### config.mk
export PLATFORM = sky130hd
export DESIGN_NAME = rtu_request_framer_crc16
export DESIGN_NICKNAME = d
export VERILOG_FILES = /design/src/design/rtuf_pkg.sv /design/src/design/rtuf_serializer.sv /design/src/design/rtu_request_framer_crc16.sv
export SDC_FILE = /design/constraint.sdc
export NUM_CORES = 1
export LEC_CHECK = 0
export BUFFER_PORTS_ARGS = -buffer_cell sky130_fd_sc_hd__buf_2
export CAP_MARGIN = 20
export CELL_PAD_IN_SITES_DETAIL_PLACEMENT = 0
export CELL_PAD_IN_SITES_GLOBAL_PLACEMENT = 1
export CORE_MARGIN = 1
export CORE_UTILIZATION = 40
export CTS_BUF_LIST = sky130_fd_sc_hd__clkbuf_4 sky130_fd_sc_hd__clkbuf_8 sky130_fd_sc_hd__clkbuf_16
export CTS_CLUSTER_DIAMETER = 100
export DETAILED_ROUTE_END_ITERATION = 8
export PLACE_DENSITY = 0.65
export SLEW_MARGIN = 20
export SYNTH_ARGS = -nofsm -noshare
export SYNTH_HDL_FRONTEND = slang
export SYNTH_SLANG_ARGS = --single-unit
export TNS_END_PERCENT = 30
### constraint.sdc
create_clock -name clk -period 16.1 [get_ports clk]
set_input_delay 4.83 -clock clk [delete_from_list [all_inputs] [get_ports clk]]
set_output_delay 4.83 -clock clk [all_outputs]
set_load 0.005 [all_outputs]
### src/design/rtuf_pkg.sv
// Shared types, constants and CRC step function for the RTU request framer.
// No dependencies; used by every module of the block.
package rtuf_pkg;

  localparam int FRAME_LEN  = 8;
  localparam int BYTE_IDX_W = $clog2(FRAME_LEN);

  // Byte slots of the frame, wire order
  localparam logic [BYTE_IDX_W-1:0] SLOT_SLAVE   = 3'd0;
  localparam logic [BYTE_IDX_W-1:0] SLOT_FUNC    = 3'd1;
  localparam logic [BYTE_IDX_W-1:0] SLOT_ADDR_HI = 3'd2;
  localparam logic [BYTE_IDX_W-1:0] SLOT_ADDR_LO = 3'd3;
  localparam logic [BYTE_IDX_W-1:0] SLOT_VAL_HI  = 3'd4;
  localparam logic [BYTE_IDX_W-1:0] SLOT_VAL_LO  = 3'd5;
  localparam logic [BYTE_IDX_W-1:0] SLOT_CRC_LO  = 3'd6;
  localparam logic [BYTE_IDX_W-1:0] SLOT_CRC_HI  = 3'd7;

  localparam logic [15:0] CRC_INIT = 16'hFFFF;
  localparam logic [15:0] CRC_POLY = 16'hA001;

  typedef struct packed {
    logic [7:0]  slave_id;
    logic [7:0]  function_code;
    logic [15:0] register_address;
    logic [15:0] register_value;
  } req_t;

  // One byte through the reflected CRC-16, bit at a time (eight narrow steps)
  function automatic logic [15:0] crc16_step(input logic [15:0] crc, input logic [7:0] data);
    logic [15:0] c;
    c = crc ^ {8'h00, data};
    for (int k = 0; k < 8; k++) begin
      c = c[0] ? ((c >> 1) ^ CRC_POLY) : (c >> 1);
    end
    return c;
  endfunction

endpackage

### src/design/rtuf_serializer.sv
// Frame serialiser: holds one request, walks its eight bytes out and folds
// each header byte into a running CRC. Depends on rtuf_pkg.
module rtuf_serializer
  import rtuf_pkg::*;
(
  input  logic       clk,
  input  logic       rst_n,
  input  logic       load,
  input  req_t       load_req,
  output logic       can_load,
  output logic       out_valid,
  input  logic       out_stall,
  output logic [7:0] out_frame_byte,
  output logic       out_frame_last
);

  req_t                  req_r;
  logic                  busy_r,  busy_nxt;
  logic [BYTE_IDX_W-1:0] idx_r,   idx_nxt;
  logic [15:0]           crc_r,   crc_nxt;
  logic                  xfer;
  logic                  last_xfer;
  logic [7:0]            cur_byte;

  assign xfer      = busy_r && !out_stall;
  assign last_xfer = xfer && (idx_r == SLOT_CRC_HI);
  assign can_load  = !busy_r || last_xfer;

  always_comb begin
    case (idx_r)
      SLOT_SLAVE:   cur_byte = req_r.slave_id;
      SLOT_FUNC:    cur_byte = req_r.function_code;
      SLOT_ADDR_HI: cur_byte = req_r.register_address[15:8];
      SLOT_ADDR_LO: cur_byte = req_r.register_address[7:0];
      SLOT_VAL_HI:  cur_byte = req_r.register_value[15:8];
      SLOT_VAL_LO:  cur_byte = req_r.register_value[7:0];
      SLOT_CRC_LO:  cur_byte = crc_r[7:0];
      default:      cur_byte = crc_r[15:8];
    endcase
  end

  always_comb begin
    busy_nxt = busy_r;
    idx_nxt  = idx_r;
    crc_nxt  = crc_r;
    if (xfer) begin
      idx_nxt = idx_r + 1'b1;
      if (idx_r < SLOT_CRC_LO) crc_nxt = crc16_step(crc_r, cur_byte);
      if (last_xfer) busy_nxt = 1'b0;
    end
    if (load) begin
      busy_nxt = 1'b1;
      idx_nxt  = SLOT_SLAVE;
      crc_nxt  = CRC_INIT;
    end
  end

  always_ff @(posedge clk) begin
    if (!rst_n) begin
      busy_r <= 1'b0;
      idx_r  <= SLOT_SLAVE;
    end else begin
      busy_r <= busy_nxt;
      idx_r  <= idx_nxt;
    end
  end

  always_ff @(posedge clk) begin
    crc_r <= crc_nxt;
    if (load) req_r <= load_req;
  end

  assign out_valid      = busy_r;
  assign out_frame_byte = cur_byte;
  assign out_frame_last = (idx_r == SLOT_CRC_HI);

endmodule

### src/design/rtu_request_framer_crc16.sv
// Top level of the RTU request framer: input holding stage plus serialiser.
// Depends on rtuf_pkg and rtuf_serializer.
//
// Usage
//   Input channel (in_*): one request per transfer - slave address,
//   function code, 16-bit register address, 16-bit value or count.
//   Result channel (out_*): eight byte transfers per request, wire order:
//   slave, function, address hi/lo, value hi/lo, then the CRC-16 low byte
//   and high byte. out_frame_last marks the eighth byte.
//   Latency: the first byte of a request is shown the cycle after its
//   input transfer when the serialiser is free.
//   Throughput: one byte per cycle while out_stall is low; the output
//   channel is the bottleneck. The CRC is folded in byte by byte as
//   the header goes out, so it is ready exactly when its slot comes up.
//   A one-entry holding register takes the next request while the current
//   frame is still draining; in_stall rises only when that entry is full.
//   Receiver stall: out_stall freezes the byte counter and CRC, so the
//   shown byte holds until it is taken; nothing is dropped.
//   Reset (rst_n low, synchronous): empties the holding register and
//   idles the serialiser; out_valid and in_stall go low.
module rtu_request_framer_crc16
  import rtuf_pkg::*;
(
  input  logic        clk,
  input  logic        rst_n,
  input  logic        in_valid,
  output logic        in_stall,
  input  logic [7:0]  in_slave_id,
  input  logic [7:0]  in_function_code,
  input  logic [15:0] in_register_address,
  input  logic [15:0] in_register_value,
  output logic        out_valid,
  input  logic        out_stall,
  output logic [7:0]  out_frame_byte,
  output logic        out_frame_last
);

  req_t in_req;
  req_t hold_req_r;
  logic hold_valid_r, hold_valid_nxt;
  logic in_xfer;
  logic can_load;
  logic load;
  req_t load_req;

  assign in_req = '{slave_id:         in_slave_id,
                    function_code:    in_function_code,
                    register_address: in_register_address,
                    register_value:   in_register_value};

  // Held request always goes first; otherwise bypass straight from the port
  assign in_stall = hold_valid_r;
  assign in_xfer  = in_valid && !hold_valid_r;
  assign load     = can_load && (hold_valid_r || in_valid);
  assign load_req = hold_valid_r ? hold_req_r : in_req;

  always_comb begin
    hold_valid_nxt = hold_valid_r;
    if (load && hold_valid_r) hold_valid_nxt = 1'b0;
    if (in_xfer && !can_load) hold_valid_nxt = 1'b1;
  end

  always_ff @(posedge clk) begin
    if (!rst_n) begin
      hold_valid_r <= 1'b0;
    end else begin
      hold_valid_r <= hold_valid_nxt;
    end
  end

  always_ff @(posedge clk) begin
    if (in_xfer && !can_load) hold_req_r <= in_req;
  end

  rtuf_serializer u_ser (
    .clk            (clk),
    .rst_n          (rst_n),
    .load           (load),
    .load_req       (load_req),
    .can_load       (can_load),
    .out_valid      (out_valid),
    .out_stall      (out_stall),
    .out_frame_byte (out_frame_byte),
    .out_frame_last (out_frame_last)
  );

endmodule

==> qor.yml, run 1 <==
critPathKind: "register to output pin"
grt_pass1_wl_um: 15740
ys_warn_count: 0
place_congestion: 0.7424
cap_violations: 0
cts_tree: "done"
syn_inst: 325
cp_data_required_time_ps: 11270
syn2layout_area_growth_pct: 20.34
crit_path_start: "u_ser.idx_r[2]$_SDFFE_PP0P_"
reg2reg_slack_ps: 12270
cp_max_fo: 19
layout_commonest_cell: "edfxtp_1"
multi_input_area_um2: 1668
finalWorstSetupSlack_ps: 8199
p_leak_nw: 2.265
outcome: "finished, final reports clean"
cp-end-kind: "output pin"
cts-root-buf: "clkbuf_16"
crit_slowest_cell: "dfxtp_1"
cts_setup_buffers: 0
synth_edf_count: 96
crit_path_end: "out_frame_byte[6]"
viasPerCell: 5.017
tightest_slew_ps: 804.7
path_clk_slew_ps: 50
slew_violations: 0
peakVddDrop_mv: 0.1134
synth_fp_nets: 383
antenna_found_initial: 0
fillCellCount: 1058
avgRoutedWirePerCell_um: 17.18
ys_types: 39
syn_area_um2: 5081
power_density_nw_per_um2: 140.0
io-pin-count: 63
startpoint_type: "register"
io_buffers: 62
die-area_um2: 13160
synth-seq-cells: 117
p_total_mw: 0.8562
start_util_pct: 41.61
cts_resized: 0
vias: 2870
grt_pass1_vias: 2960
drc_errors: 0
fin_crit_sh_pct: 49.08
clock-sinks: 117
path_cells: "inv_1, ha_1, or4_4, a31oi_1, buf_2"
seq_area_um2: 3304
track_usage_pct: 16.69
rsz0062_at_grt: "false"
hold_violations: 0
place_ws_ps: 8575
layout_min_cycle_time_ps: 7901
timing.rr.end: "u_ser.crc_r[0]$_SDFFE_PP1P_"
drt_iter0_markers: 192
ant_nets: 0
min_path_type: "register to register"
ys.flop_type: "edfxtp_1"
ys_seq_area_share_pct: 65.01
nNetsFinal: 449
hpwl_um: 6463
cp.arrival_ps: 3070
design_area_um2: 6115
die_x_um: 114.7
reg2regPathDepth: 10
drive_gt1_share_pct: 43.56
fin_cells: 572
grt_max_degree: 53
syn_avg_cell_area_um2: 15.63
h-tree-depth: 4
relSlewSlack_pct: 46.28
ys_async_sr_fraction_pct: 0
r2r-start: "u_ser.idx_r[2]$_SDFFE_PP0P_"
setup_violations: 0
ctsHoldBuffers: 0
wl_um: 9827
dpl.cell_count: 540
dr.pass1.iters: 4
placed_area_um2: 5542
placementRows: 40
final_cell_mix: "edfxtp_1 (96), buf_2 (62), mux2_2 (58)"
fmax_mhz: 126.6
final.setup.tns_ps: 0
clock_skew_ps: 11.00
core_um2: 12210
die_h_um: 114.7
grt_overflow: 0
clk-insertion-delay-late_ps: 420
slowest_delay_ps: 840
diodes: 0
cts_buffers: 17
clockBufferDepth: 2
-- synthesized netlist by cell type (2+ instances only) --
master	count	area, um2
a211oi_1	2	15.01
a21oi_1	4	20.02
a222oi_1	7	70.07
a22o_1	2	17.52
a22oi_1	7	52.55
a31oi_1	2	12.51
a31oi_2	4	50.05
a31oi_4	2	42.54
buf_1	3	11.26
buf_2	2	10.01
buf_6	3	33.78
clkbuf_1	11	41.29
dfxtp_1	21	420.4
edfxtp_1	96	2883
ha_1	6	75.07
inv_1	5	18.77
mux2_2	58	653.1
nand2_1	26	97.59
nand3_1	5	25.02
nor2_1	11	41.29
nor2_2	2	12.51
nor3b_1	2	15.01
o211ai_1	10	75.07
o21ai_0	2	10.01
xnor2_1	8	70.07
xnor2_2	9	146.4
xnor3_1	2	45.04
xor2_1	2	17.52
-- kinds of logic (layout without fill, tap and decap cells) --
group	after synthesis	in the layout	share of synthesized area [%]
flops	117	117	65.01
mux	58	58	12.85
compound gates	47	47	7.978
simple gates	51	51	4.457
buf+inv	24	103	2.265
xor+xnor	22	22	5.959
fa+ha+maj	6	6	1.477
-- cell type report --
cell class / count / area share [%]
Clock buffer: 19 / 7.203
Clock inverter: 13 / 2.169
Inverter: 5 / 0.3069
Multi-Input combinational cell: 184 / 27.28
Sequential cell: 117 / 54.04
Tap cell: 168 / 3.438
Timing Repair Buffer: 66 / 5.566
-- power breakdown --
group          internal (mW)  switching, mW
registers              0.354         0.0133
logic                 0.0675         0.0589
clock network          0.230          0.133
-- worst max-delay path: cells and delay by family, from the launching register on --
| family | cells | cell delay [ps] |
|---|---|---|
| compound gates | 1 | 320 |
| fa+ha+maj | 1 | 380 |
| simple gates | 1 | 740 |
| flops | 1 | 840 |
| buf+inv | 2 | 380 |
-- layer usage --
layer / vias to the layer above / global-route usage [%] / share of wire [%]
li1: 1383 / - / -
met5: - / 0 / 0
met1: 1403 / 22.25 / 48
met3: 11 / 5.717 / 5.1
met4: 0 / 7.013 / 1.5
met2: 73 / 24.93 / 46
-- worst min path at each step --
stage,to,cells after the start,slack [ps],startpoint
6_report,u_ser.crc_r[2]$_SDFFE_PP1P_,2,500,u_ser.crc_r[10]$_SDFFE_PP1P_
2_1_floorplan,u_ser.crc_r[2]$_SDFFE_PP1P_,2,460,u_ser.crc_r[10]$_SDFFE_PP1P_
4_1_cts,u_ser.crc_r[2]$_SDFFE_PP1P_,2,490,u_ser.crc_r[10]$_SDFFE_PP1P_
5_1_grt,u_ser.crc_r[13]$_SDFFE_PP1P_,2,530,u_ser.crc_r[13]$_SDFFE_PP1P_
3_5_place_dp,u_ser.crc_r[2]$_SDFFE_PP1P_,2,490,u_ser.crc_r[10]$_SDFFE_PP1P_
3_3_place_gp,u_ser.crc_r[1]$_SDFFE_PP1P_,2,490,u_ser.crc_r[9]$_SDFFE_PP1P_
-- per-stage QoR --
stage | utilization [%] | hold slack, ps
3_5_place_dp | 45.38 | 492.8
3_3_place_gp | 45.38 | 487.3
2_1_floorplan | - | 463.7
6_report | 50.07 | 498.5
5_1_grt | 50.07 | 534.8
4_1_cts | 50.07 | 494.5
-- sequential cells by signal (all words and copies together) (netlist names) --
| name | flops |
|---|---|
| u_ser.crc_r | 16 |
| hold_req_r | 48 |
| u_ser.req_r | 48 |
| in_stall | 1 |
| u_ser.idx_r | 3 |
| u_ser.out_valid | 1 |
Power figures use the tool's default switching activity.
==> run 2: changes to the inputs <==
--- a/config.mk
+++ b/config.mk
@@ -5,6 +5,7 @@
 export SDC_FILE = /design/constraint.sdc
 export NUM_CORES = 1
 export LEC_CHECK = 0
+export ABC_AREA = 1
 export BUFFER_PORTS_ARGS = -buffer_cell sky130_fd_sc_hd__buf_2
 export CAP_MARGIN = 20
 export CELL_PAD_IN_SITES_DETAIL_PLACEMENT = 0
@@ -14,7 +15,7 @@
 export CTS_BUF_LIST = sky130_fd_sc_hd__clkbuf_4 sky130_fd_sc_hd__clkbuf_8 sky130_fd_sc_hd__clkbuf_16
 export CTS_CLUSTER_DIAMETER = 100
 export DETAILED_ROUTE_END_ITERATION = 8
-export PLACE_DENSITY = 0.65
+export PLACE_DENSITY = 0.67
 export SLEW_MARGIN = 20
 export SYNTH_ARGS = -nofsm -noshare
 export SYNTH_HDL_FRONTEND = slang
==> constraint.sdc (replaced) <==
create_clock -name clk -period 7.4 [get_ports clk]
set_input_delay 2.22 -clock clk [delete_from_list [all_inputs] [get_ports clk]]
set_output_delay 2.22 -clock clk [all_outputs]
set_load 0.005 [all_outputs]
==> run 2 against run 1 <==
Net effect:
- hold slack got worse by 18 ps
- total power rose by 110%
- synthesized cell count rose by 48%
- cell count grew 28%
- via count up 26%
- synthesized area increased by 5.0%
- sequential share of layout area down 2.0 points
- largest power group unchanged
==> qor.yml, run 2 <==
io_buffers: 62
die-area_um2: 13810
viasPerCell: 4.909
peakVddDrop_mv: 0.1824
h-tree-depth: 4
crit_slowest_cell: "dfxtp_1"
grt_pass1_vias: 3559
r2r-start: "u_ser.idx_r[2]$_SDFFE_PP0P_"
cts_buffers: 17
wl_um: 11250
power_density_nw_per_um2: 287.2
ys_seq_area_share_pct: 61.88
fmax_mhz: 192.9
cts_resized: 0
min-delay-start: "u_ser.crc_r[9]$_SDFFE_PP1P_"
reg2reg_slack_ps: 3990
fin_util_pct: 49.48
relSlewSlack_pct: 43.90
whs_ps: 480.9
ant_nets: 0
ctsHoldBuffers: 0
ys_types: 26
place_ws_ps: 2659
drc_errors: 0
clock_skew_ps: 8.231
yosys.area.top_type: "edfxtp_1"
clockBufferDepth: 2
cp-end-kind: "output pin"
largestRegisters: "hold_req_r: 48 flops, u_ser.req_r: 48 flops, u_ser.crc_r: 16 flops"
syn_area_um2: 5338
drt_iter0_markers: 167
setup_violations: 0
antenna_found_initial: 0
min_path_type: "register to register"
synth_compound_area_share_pct: 4.313
p_int_mw: 1.340
p_clk_share_pct: 40.6
synth_top_family_by_area: "simple AND/OR/NAND/NOR gates"
yosys.cell_count.top_type: "nand2_1"
track_usage_pct: 17.56
cp_top_family: "flip-flops"
cts-root-buf: "clkbuf_16"
fillCellCount: 1192
layout_commonest_cell: "nand2_1"
nNetsFinal: 608
hold_depth: 2
tightest_slew_ps: 840.3
p_leak_nw: 2.678
path_clk_slew_ps: 50
core_um2: 12820
design_area_um2: 6346
clock-sinks: 117
cts_tree: "done"
cp.arrival_ps: 2960
ys.flop_type: "edfxtp_1"
cap_violations: 0
p_sw_mw: 0.4823
power_frac_comb_pct: 14.9
place_congestion: 0.7649
startpoint_type: "register"
io-pin-count: 63
clk-insertion-delay-late_ps: 410
cp_max_fo: 25
cts_setup_buffers: 0
hold_violations: 0
synth.area.top_cells: "edfxtp_1 (54%), mux2_2 (10%), nand2_1 (8.3%)"
dpl.cell_count: 703
path_cells: "inv_2, ha_1, nor2_1, nand2_2, inv_2, nand2_1, nand2_1, inv_1, buf_2"
p_total_mw: 1.822
fin_cells: 735
start_util_pct: 41.62
placed_area_um2: 5804
synth_top_area_share_pct: 54.01
hold-path-endpoint: "u_ser.crc_r[1]$_SDFFE_PP1P_"
timing.rr.end: "u_ser.crc_r[0]$_SDFFE_PP1P_"
die_x_um: 117.5
ys_warn_count: 0
syn_avg_cell_area_um2: 11.07
hpwl_um: 7669
outcome: "finished, final reports clean"
synthAdderAreaFrac_pct: 1.406
p_sw_share_pct: 26.46
vias: 3608
slew_violations: 0
grt_pass1_wl_um: 18270
rsz0062_at_grt: "false"
reg2regPathDepth: 20
path_buf_inv: 4
synth-xor-area-share_pct: 0.4688
sequentialPowerShare_pct: 44.5
synth-simple-area-share_pct: 17.02
synthTopCellsByCount: "nand2_1 (118), edfxtp_1 (96), nand3_1 (60)"
synth_edf_count: 96
dr.pass1.iters: 6
ys_async_sr_fraction_pct: 0
finalWorstSetupSlack_ps: 2217
slowest_delay_ps: 860
synth-seq-cells: 117
final.setup.tns_ps: 0
critPathKind: "register to output pin"
grt_max_degree: 53
drive_gt1_share_pct: 29.13
syn2layout_area_growth_pct: 18.89
placementRows: 41
diodes: 0
die_h_um: 117.5
synth.area.mux_share_pct: 10.13
fin_crit_sh_pct: 70.04
synth_fp_nets: 540
syn_inst: 482
final_cell_mix: "nand2_1 (118), edfxtp_1 (96), buf_2 (62)"
layout_min_cycle_time_ps: 5183
cp_data_required_time_ps: 5180
avgRoutedWirePerCell_um: 15.31
grt_overflow: 0
run 2: cell types whose count changed after synthesis, moves of 10 or more:
cell	delta
nand2_1	+92
nand3_1	+55
inv_1	+32
nor2_1	+12
mux2_2	-10
run 2: final cells by class:
cell class              instances  area, um2  share of cell area, %
clock inverters                 9      58.81                 0.9267
repair buffers                 67      347.8                  5.481
multi-input cells             307       1787                  28.15
clock buffers                  23      483.0                  7.610
flip-flops and latches        117       3304                  52.07
well taps                     172      215.2                  3.391
inverters                      40      150.1                  2.366
run 2: how the worst max path moves through the flow:
stage,from,to,slack (ps),cells after the start
final,u_ser.idx_r[2]$_SDFFE_PP0P_,out_frame_byte[2],2220,9
after global routing,u_ser.idx_r[2]$_SDFFE_PP0P_,out_frame_byte[6],1900,9
after CTS,u_ser.idx_r[2]$_SDFFE_PP0P_,out_frame_byte[3],2210,9
after detailed placement,u_ser.idx_r[2]$_SDFFE_PP0P_,out_frame_byte[3],2660,9
after global placement,u_ser.idx_r[2]$_SDFFE_PP0P_,out_frame_byte[3],2760,9
after floorplan,out_stall,hold_req_r[0]$_DFFE_PP_,2440,4
run 2: power by group through the flow:
stage	Combinational (mW)	Clock, mW	Sequential, mW
global placement	0.270	0	0.823
floorplan	0.196	0	0.813
finish	0.272	0.739	0.811
detailed placement	0.274	0	0.823
global route	0.309	0.787	0.816
CTS	0.275	0.756	0.811
run 2: worst reg2reg max path, cell delays in order (launching register included):
cell,delay (ps)
dfxtp_1,860
inv_2,380
ha_1,410
nor2_1,170
nand2_2,150
inv_2,180
nand2_1,130
nand2_2,110
nand2_1,50
nand2_1,120
nand2_1,70
nand2_1,100
nand2_1,70
inv_1,50
nor2_1,40
nand2_2,70
nand2_2,70
nand2_2,60
nand3_1,60
nand3_1,90
nand2_1,50
run 2: per-layer routing:
layer / up-vias / GRT usage [%] / wire length (um)
met5: - / 0 / 0
met4: 0 / 8.574 / 257
met3: 18 / 5.766 / 537
met2: 105 / 27.00 / 5224
met1: 1672 / 22.28 / 5231
li1: 1813 / - / -
run 2: cell families (layout without fill, tap and decap cells):
| group | count (synthesis) | in the layout |
|---|---|---|
| buffers and inverters | 58 | 139 |
| multiplexers | 48 | 48 |
| XOR/XNOR | 2 | 2 |
| AND/OR/NAND/NOR | 213 | 213 |
| flip-flops | 117 | 117 |
| AO/OA/AOI/OAI | 38 | 38 |
| adder cells (fa/ha/maj) | 6 | 6 |
==> run 3: changes to the inputs <==
--- a/config.mk
+++ b/config.mk
@@ -15,7 +15,7 @@
 export CTS_BUF_LIST = sky130_fd_sc_hd__clkbuf_4 sky130_fd_sc_hd__clkbuf_8 sky130_fd_sc_hd__clkbuf_16
 export CTS_CLUSTER_DIAMETER = 100
 export DETAILED_ROUTE_END_ITERATION = 8
-export PLACE_DENSITY = 0.67
+export PLACE_DENSITY = 0.7
 export SLEW_MARGIN = 20
 export SYNTH_ARGS = -nofsm -noshare
 export SYNTH_HDL_FRONTEND = slang
==> constraint.sdc (replaced) <==
create_clock -name clk -period 4.5 [get_ports clk]
set_input_delay 1.35 -clock clk [delete_from_list [all_inputs] [get_ports clk]]
set_output_delay 1.35 -clock clk [all_outputs]
set_load 0.005 [all_outputs]
==> run 3 against run 2 <==
Net effect:
- sequential cell count stayed put
- non-clock buffer count is 1 higher
- utilization is 0.78 points higher
- worst setup slack worse by 1600 ps
- sequential share of layout area is 0.81 points lower
- hold slack better by 1.3 ps
- sequential power is 64% higher
- critical path depth is 1 higher
- via count is 1.1% higher
- highest routed layer unchanged
==> qor.yml, run 3 (synthesis gave the netlist of run 2 again) <==
peakVddDrop_mv: 0.3080
fin_crit_sh_pct: 85.61
grt_pass1_vias: 3637
vias: 3648
fin_cells: 736
grt_max_degree: 53
die_x_um: 117.5
grt_overflow: 0
startpoint_type: "register"
reg2regPathDepth: 21
placed_area_um2: 5824
clock-sinks: 117
nNetsFinal: 609
hold_violations: 0
clock_skew_ps: 6.761
setup_violations: 0
diodes: 0
p_leak_nw: 2.709
p_int_mw: 2.388
fin_util_pct: 50.26
track_usage_pct: 17.63
cp_max_fo: 22
sequentialPowerShare_pct: 41.5
cap_violations: 0
min_path_type: "register to register"
clk-insertion-delay-late_ps: 420
timing.rr.end: "u_ser.crc_r[0]$_SDFFE_PP1P_"
p_total_mw: 3.202
critPathKind: "register to output pin"
relSlewSlack_pct: 51.50
ant_nets: 0
start_util_pct: 41.62
avgRoutedWirePerCell_um: 15.07
rsz0062_at_grt: "false"
clockBufferDepth: 2
slew_violations: 0
design_area_um2: 6446
syn2layout_area_growth_pct: 20.77
drive_gt1_share_pct: 28.90
h-tree-depth: 4
ctsHoldBuffers: 0
place_congestion: 0.8157
cts_setup_buffers: 0
cp.arrival_ps: 2500
wl_um: 11090
crit_path_start: "u_ser.idx_r[2]$_SDFFE_PP0P_"
placementRows: 41
whs_ps: 482.2
final.setup.tns_ps: 0
die_h_um: 117.5
drt_iter0_markers: 209
layout_commonest_cell: "nand2_1"
finalWorstSetupSlack_ps: 647.7
cp_data_required_time_ps: 3150
power_frac_comb_pct: 14.2
cts-root-buf: "clkbuf_16"
io-pin-count: 63
cts_resized: 0
core_um2: 12820
path_clk_slew_ps: 60
io_buffers: 62
outcome: "finished, final reports clean"
largestRegisters: "hold_req_r: 48 flops, u_ser.req_r: 48 flops, u_ser.crc_r: 16 flops"
antenna_found_initial: 0
drc_errors: 0
tightest_slew_ps: 723.0
cts_tree: "done"
power_density_nw_per_um2: 496.7
dr.pass1.iters: 4
p_clk_share_pct: 44.3
fillCellCount: 1214
layout_min_cycle_time_ps: 3852
p_sw_mw: 0.8140
grt_pass1_wl_um: 18600
cts_buffers: 17
dpl.cell_count: 704
hpwl_um: 7617
p_sw_share_pct: 25.42
cp-end-kind: "output pin"
reg2reg_slack_ps: 1510
fmax_mhz: 259.6
crit_path_end: "out_frame_byte[6]"
r2r-start: "u_ser.idx_r[2]$_SDFFE_PP0P_"
place_ws_ps: 1073
final_cell_mix: "nand2_1 (118), edfxtp_1 (96), buf_2 (62)"
die-area_um2: 13810
viasPerCell: 4.957
## run 3: changes by cell type in the layout (fill, tap and decap cells not counted)
cell and delta:
bufinv_16 +4, clkbuf_4 -2, clkinvlp_4 +2, clkinv_2 -4, buf_12 +1, clkbuf_8 -2, clkinv_4 -1, clkinv_1 +2
inv_6 +1
## run 3: per-layer routing
metal | wire, um | global-route usage, % | share of wire (%) | vias to the layer above
li1 | - | - | - | 1819
met1 | 5184 | 22.81 | 47 | 1725
met2 | 5225 | 27.63 | 47 | 91
met3 | 512 | 5.475 | 4.6 | 13
met4 | 170 | 6.891 | 1.5 | 0
met5 | 0 | 0 | 0 | -
## run 3: worst min path at each step
stage | startpoint | slack [ps] | endpoint | cells after the start
floorplan | u_ser.crc_r[9]$_SDFFE_PP1P_ | 450 | u_ser.crc_r[1]$_SDFFE_PP1P_ | 2
global placement | u_ser.crc_r[9]$_SDFFE_PP1P_ | 460 | u_ser.crc_r[1]$_SDFFE_PP1P_ | 2
detailed placement | u_ser.crc_r[13]$_SDFFE_PP1P_ | 480 | u_ser.crc_r[5]$_SDFFE_PP1P_ | 2
CTS | u_ser.crc_r[13]$_SDFFE_PP1P_ | 490 | u_ser.crc_r[5]$_SDFFE_PP1P_ | 2
global route | u_ser.crc_r[13]$_SDFFE_PP1P_ | 500 | u_ser.crc_r[5]$_SDFFE_PP1P_ | 2
finish | u_ser.crc_r[13]$_SDFFE_PP1P_ | 480 | u_ser.crc_r[5]$_SDFFE_PP1P_ | 2
## run 3: area by class of cell
class | instances | area (um2) | share of cell area [%]
clock buffer | 19 | 440.4 | 6.832
timing repair buffer | 68 | 367.9 | 5.707
sequential | 117 | 3304 | 51.26
multi-input combinational | 307 | 1787 | 27.72
inverter | 40 | 150.1 | 2.329
tap | 172 | 215.2 | 3.339
clock inverter | 13 | 181.4 | 2.814
## run 3: power groups by stage
stage | Clock, mW | Sequential [mW] | Combinational, mW
6_report | 1.42 | 1.33 | 0.454
3_5_place_dp | 0 | 1.35 | 0.459
2_1_floorplan | 0 | 1.34 | 0.323
5_1_grt | 1.49 | 1.34 | 0.516
3_3_place_gp | 0 | 1.35 | 0.449
4_1_cts | 1.45 | 1.33 | 0.462
## run 3: worst max-delay path, stage by stage, from the launching register on
cell	delay (ps)
dfxtp_1	310
inv_2	300
ha_1	480
nor2_1	110
nand2_2	210
nand2_1	70
nor2_1	150
nand2_1	140
nand2_1	130
inv_1	50
buf_2	120
